$ cat config.mk
export PLATFORM = sky130hd
export DESIGN_NAME = gbrf_merge_flat
export DESIGN_NICKNAME = d
export VERILOG_FILES = /design/src/gbrf_pkg.sv /design/src/gbrf_if.sv /design/src/gbrf_merge.sv /design/src/flat_wrapper.sv
export SDC_FILE = /design/constraint.sdc
export NUM_CORES = 1
export LEC_CHECK = 0
export BUFFER_PORTS_ARGS = -buffer_cell sky130_fd_sc_hd__buf_4
export CAP_MARGIN = 20
export CORE_MARGIN = 2
export CORE_UTILIZATION = 35
export CTS_CLUSTER_DIAMETER = 30
export DETAILED_ROUTE_END_ITERATION = 8
export HOLD_SLACK_MARGIN = 0.03
export PLACE_DENSITY = 0.78
export SYNTH_ARGS = -nofsm -noshare
export SYNTH_HDL_FRONTEND = slang
export SYNTH_SLANG_ARGS = --single-unit
$ cat constraint.sdc
create_clock -name i_clk -period 2.5 [get_ports i_clk]
set_clock_uncertainty 0.2 [all_clocks]
set_input_delay 0.25 -clock i_clk [delete_from_list [all_inputs] [get_ports i_clk]]
set_output_delay 0.25 -clock i_clk [all_outputs]
set_load 0.05 [all_outputs]
$ cat src/gbrf_pkg.sv
// Shared types and constants of the glyph blit and rectangle fill unit.
package gbrf_pkg;

    localparam int LANES     = 8;
    localparam int LANE_W    = 3;
    localparam int COL_W     = 14;
    localparam int PIX_W     = 8;
    localparam int CFG_W     = 12;
    localparam int CFG_IDX_W = 3;
    localparam int COORD_W   = 12;

    localparam logic [PIX_W-1:0] WHITE    = 8'd255;
    localparam logic [PIX_W-1:0] MSB_ONLY = 8'd128;
    localparam logic [PIX_W-1:0] ALL_BITS = 8'd255;

    typedef logic signed [COL_W-1:0] t_coord;

    localparam t_coord COORD_ONE = 14'sd1;

    typedef enum logic [1:0] {
        OP_GLYPH = 2'd0,
        OP_FILL  = 2'd1,
        OP_READ  = 2'd2
    } t_opcode;

    typedef enum logic [CFG_IDX_W-1:0] {
        CFG_CANVAS_WIDTH  = 3'd0,
        CFG_CANVAS_HEIGHT = 3'd1,
        CFG_GLYPH_X       = 3'd2,
        CFG_GLYPH_Y       = 3'd3,
        CFG_GLYPH_WIDTH   = 3'd4,
        CFG_GLYPH_ROWS    = 3'd5,
        CFG_GLYPH_PITCH   = 3'd6,
        CFG_MONO_MODE     = 3'd7
    } t_cfg_idx;

    typedef struct packed {
        logic             wr_en;
        logic             rd_en;
        logic             force_wr;
        logic             and_not;
        t_coord           c0;
        t_coord           row;
        t_coord           lo;
        t_coord           hi;
        logic [PIX_W-1:0] bits;
        logic [PIX_W-1:0] data;
    } t_lane_cmd;

endpackage

$ cat src/gbrf_if.sv


interface gbrf_result_if;
    import gbrf_pkg::*;

    logic             valid;
    logic             ready;
    logic [PIX_W-1:0] pixel;
    logic             in_range;

    modport source (output valid, pixel, in_range, input ready);
    modport sink (input valid, pixel, in_range, output ready);
endinterface

$ cat src/gbrf_merge.sv
// Picks the read lane and holds the result word until it is taken.
module gbrf_merge (
    input  logic                                   i_clk,
    input  logic                                   i_rst_n,
    input  logic [gbrf_pkg::LANES-1:0][gbrf_pkg::PIX_W-1:0] i_rd_data,
    input  logic [gbrf_pkg::LANE_W-1:0]            i_sel,
    input  logic                                   i_hit,
    input  logic                                   i_load,
    output logic                                   o_free,
    gbrf_result_if.source                          o_result
);
    import gbrf_pkg::*;

    logic             r_valid;
    logic [PIX_W-1:0] r_pixel;
    logic             r_in_range;
    logic             n_valid;
    logic             load;

    always_comb begin
        o_free  = !r_valid || o_result.ready;
        load    = i_load && o_free;
        n_valid = r_valid;
        if (load) begin
            n_valid = 1'b1;
        end else if (o_result.ready) begin
            n_valid = 1'b0;
        end
    end

    always_ff @(posedge i_clk) begin
        if (!i_rst_n) begin
            r_valid <= 1'b0;
        end else begin
            r_valid <= n_valid;
        end
        if (load) begin
            r_pixel    <= i_hit ? i_rd_data[i_sel] : '0;
            r_in_range <= i_hit;
        end
    end

    assign o_result.valid    = r_valid;
    assign o_result.pixel    = r_pixel;
    assign o_result.in_range = r_in_range;

endmodule

$ cat src/flat_wrapper.sv
// flat-port wrapper written by rule: the top's interface ports become plain ports
module gbrf_merge_flat import gbrf_pkg::*;
  (i_clk, i_rst_n, i_rd_data, i_sel, i_hit, i_load, o_free, o_result_valid, o_result_pixel, o_result_in_range, o_result_ready);
  gbrf_result_if o_result_i ();
  input  logic i_clk;
  input  logic i_rst_n;
  input  logic [gbrf_pkg::LANES-1:0][gbrf_pkg::PIX_W-1:0] i_rd_data;
  input  logic [gbrf_pkg::LANE_W-1:0] i_sel;
  input  logic i_hit;
  input  logic i_load;
  output logic o_free;
  output wire logic [$bits(o_result_i.valid)-1:0] o_result_valid;
  output wire logic [$bits(o_result_i.pixel)-1:0] o_result_pixel;
  output wire logic [$bits(o_result_i.in_range)-1:0] o_result_in_range;
  input wire logic [$bits(o_result_i.ready)-1:0] o_result_ready;
  assign o_result_valid = o_result_i.valid;
  assign o_result_pixel = o_result_i.pixel;
  assign o_result_in_range = o_result_i.in_range;
  assign o_result_i.ready = o_result_ready;
  gbrf_merge u_core (.i_clk(i_clk), .i_rst_n(i_rst_n), .i_rd_data(i_rd_data), .i_sel(i_sel), .i_hit(i_hit), .i_load(i_load), .o_free(o_free), .o_result(o_result_i));
endmodule
==> out/results.md <==
| Quantity | Value |
|:---|:---|
| Floorplan die area | 0.00289 sq mm |
| Seq cells post-synth | 10 |
| Total power divided by cell area | 391 mW/mm^2 |
| Worst path max stage delay | 430 ps |
| Period Utilization, post-route | 0.558 |
| EDFF count, synth | 9 |
| Logic depth of the worst register-to-register path | 2 |
| Count of warnings emitted by yosys | 0 |
| Worst hold slack after final layout | 39.2 ps |
| Cell count of the worst hold path | 3 |
| Post-CTS repair timing setup buffer count | 0 |
| Post-CTS clock slew at the launch and capture registers of the worst setup and hold paths | 70 ps |
| Largest area contributor in the netlist | sky130_fd_sc_hd__edfxtp_1 |
| Area share of the leading cell type in the synthesized netlist | 0.312 |
| Actual slew at the worst max-slew pin | 517 ps |
| Syn-to-layout area delta | 72.8% |
| Pin count of the biggest net entering global routing | 25 |
| Die span in x | 53.7 um |
| WL/cell | 14.7 um |
| Via count of the first global-routing pass | 846 |
| Total CTS buffers | 3 |
| Root buffer cell | sky130_fd_sc_hd__clkbuf_4 |
| Worst Setup Path Type | primary input to register |
| Clock tree from TritonCTS | done |
| Max-slew headroom | 0.654 |
| Standard cell with the maximum stage delay on the critical path | sky130_fd_sc_hd__nor2b_1 |
| Post-synthesis sequential area ratio | 0.335 |
| Maximum resistive drop on vdd | 314 uV |
| Total count of max-transition violations in the final report | 0 |
| H-tree depth | 1 |
| Ratio of cells with drive above 1 in the final layout | 0.662 |
| Max Clock Freq | 717 MHz |
| Post-synth ARST share | 0 |
| Type of the tightest min-delay check | primary input to register |
| Run status | finished clean |
| Antenna violations before repair | 0 |
| HPWL Detailed | 2180 um |
| Filler cell count in the final layout | 201 |
| Die outline height | 53.7 um |
| Worst Path Arrival | 1210 ps |
| Core Box Area | 0.00241 sq mm |
| Boundary pin count | 83 |
| Top Family by Delay on Critical Path | simple AND/OR/NAND/NOR gates |
| Depth of the critical timing path with buffers and inverters included | 4 |
| Max capacitance violation total | 0 |
| Setup TNS | 0 ps |
| Leftover overflow at the end of global routing | 0 |
| Routed Antenna Nets | 0 |
| # rows | 18 |
| Max Root-Sink Buffers | 2 |
| Area contributors post-synth | sky130_fd_sc_hd__edfxtp_1 (31%), sky130_fd_sc_hd__mux4_2 (21%), sky130_fd_sc_hd__mux2i_1 (18%) |
| Number of DRC markers in iteration 0 | 11 |
| Ordered cell list for the critical path | buf_4 > nor2b_1 > a22oi_1 > o211a_1 |
| Number of failing setup endpoints in the final timing report | 0 |
| Unrepaired setup endpoints after global routing | false |
| Clock sink count | 10 |
| Final antenna diode count | 0 |
| Post-synthesis net count | 136 |
| Number of hold violations in the final report | 0 |
| Mean instance size in the synthesized netlist | 13.5 sq um |
| Static power due to leakage | 0.767 nW |
| Buffering stage count on the worst path with inverters included | 1 |
| Post-route core utilization | 0.621 |
| Kind of start point of the critical path | primary input |
| Critical path endpoint category | register |
| Post-route cell area | 0.00150 sq mm |
| Data required time at the worst endpoint | 2320 ps |
| Power after layout | 0.000586 W |
| Detailed Routing Iterations Pass 1 | 3 |
| Post-Synthesis Cell Area | 866 sq um |
| Period minus WS final | 1390 ps |
| Ranking of synthesized cells by instance count | sky130_fd_sc_hd__mux2i_1 (16), sky130_fd_sc_hd__edfxtp_1 (9), sky130_fd_sc_hd__a22oi_1 (8), sky130_fd_sc_hd__mux4_2 (8), sky130_fd_sc_hd__o211a_1 (8) |
| Post-CTS resize count | 0 |
| Detailed-route vias per instance | 5.03 |
| Global-route wire length before repair | 3540 um |
| Total routing resource utilization after global routing | 0.174 |
| Remaining routing DRC violations | 0 |
| Main flop type after synthesis | sky130_fd_sc_hd__edfxtp_1 |
| Highest fanout seen on the critical path | 10 |
| Most instantiated library cell after synthesis | sky130_fd_sc_hd__mux2i_1 |
| Number of buffers added to fix hold violations after cts | 0 |
| Number of distinct library cells after synthesis | 16 |
| Quantity of I/O buffers inserted on ports | 82 |
| Final-stage net count | 215 |
| Routed WL | 2530 um |
| Total via count after detailed routing | 866 |
| Starting density of the core | 0.359 |
| Number of cells produced by synthesis | 64 |
| Clock latency on the worst-skew pair | 260 ps |
| Global placement routability congestion | 0.778 |
| Post-detailed-placement cell area | 0.00146 sq mm |
==> state kept, by name (all words and copies together) (netlist names) <==
register,count
u_core.o_result.pixel,8
u_core.o_result.in_range,1
u_core.o_result.valid,1
==> logic make-up after synthesis <==
logic type | share of synthesized area
AOI/OAI and AO/OA | 0.171
and+or+nand+nor | 0.0289
muxes | 0.393
DFF | 0.335
buffers and inverters | 0.0723
==> per-stage QoR <==
step                cells  worst slack, ps
global route          172              981
global placement      168              830
detailed placement    168              798
finish                172             1110
CTS                   172             1070
floorplan              64              561
==> power by group <==
group | internal [W] | switching, W | leakage (nW)
sequential | 0.000198 | 0.00000487 | 0.0977
combinational | 0.000132 | 0.000106 | 0.649
clock | 0.0000884 | 0.0000564 | 0.0210
total | 0.000419 | 0.000167 | 0.767
==> path summary, 6_finish.rpt <==
| path | start | end | slack, ps |
|---|---|---|---|
| worst min-delay path | i_load | u_core.o_result.valid$_SDFFE_PN0P_ | 40 |
| worst max-delay path | i_sel[0] | u_core.o_result.pixel[6]$_SDFFCE_PN0P_ | 1110 |
| worst min register to register | u_core.o_result.valid$_SDFFE_PN0P_ | u_core.o_result.valid$_SDFFE_PN0P_ | 340 |
| worst max register to register | u_core.o_result.valid$_SDFFE_PN0P_ | u_core.o_result.pixel[0]$_SDFFCE_PN0P_ | 1130 |
==> routing by layer <==
metal  part of all wire  global-route usage  wire, um  vias to the layer above
met5                  0                   0         0                        -
li1                   -                   -         -                      422
met3              0.082              0.0333       207                        2
met2               0.57               0.350      1440                       51
met1               0.35               0.187       874                      391
met4             0.0039              0.0256        10                        0
==> cells in the final DEF, fill, tap and decap left out <==
master                      n
sky130_fd_sc_hd__a22oi_1    8
sky130_fd_sc_hd__o211a_1    8
sky130_fd_sc_hd__buf_4     82
sky130_fd_sc_hd__a21boi_0   1
sky130_fd_sc_hd__edfxtp_1   9
sky130_fd_sc_hd__mux2i_1   16
sky130_fd_sc_hd__clkbuf_8   1
sky130_fd_sc_hd__nand2b_1   1
sky130_fd_sc_hd__mux4_2     8
sky130_fd_sc_hd__inv_1      1
sky130_fd_sc_hd__and2_0     1
sky130_fd_sc_hd__and2_1     1
sky130_fd_sc_hd__dfxtp_1    1
sky130_fd_sc_hd__nor2b_1    1
sky130_fd_sc_hd__clkbuf_4   3
==> worst reg2reg max path: stages, from the launching register on <==
cell	delay (ps)
sky130_fd_sc_hd__dfxtp_1	320
sky130_fd_sc_hd__nand2b_1	100
sky130_fd_sc_hd__and2_1	410
==> layout make-up <==
type                    count  area [sq um]  area share
clock buffers               4          36.3      0.0242
flip-flops and latches     10           290       0.194
inverters                   1          3.75     0.00251
repair buffers             82           616       0.411
multi-input cells          45           513       0.343
well taps                  30          37.5      0.0251
Power figures use the tool's default switching activity.
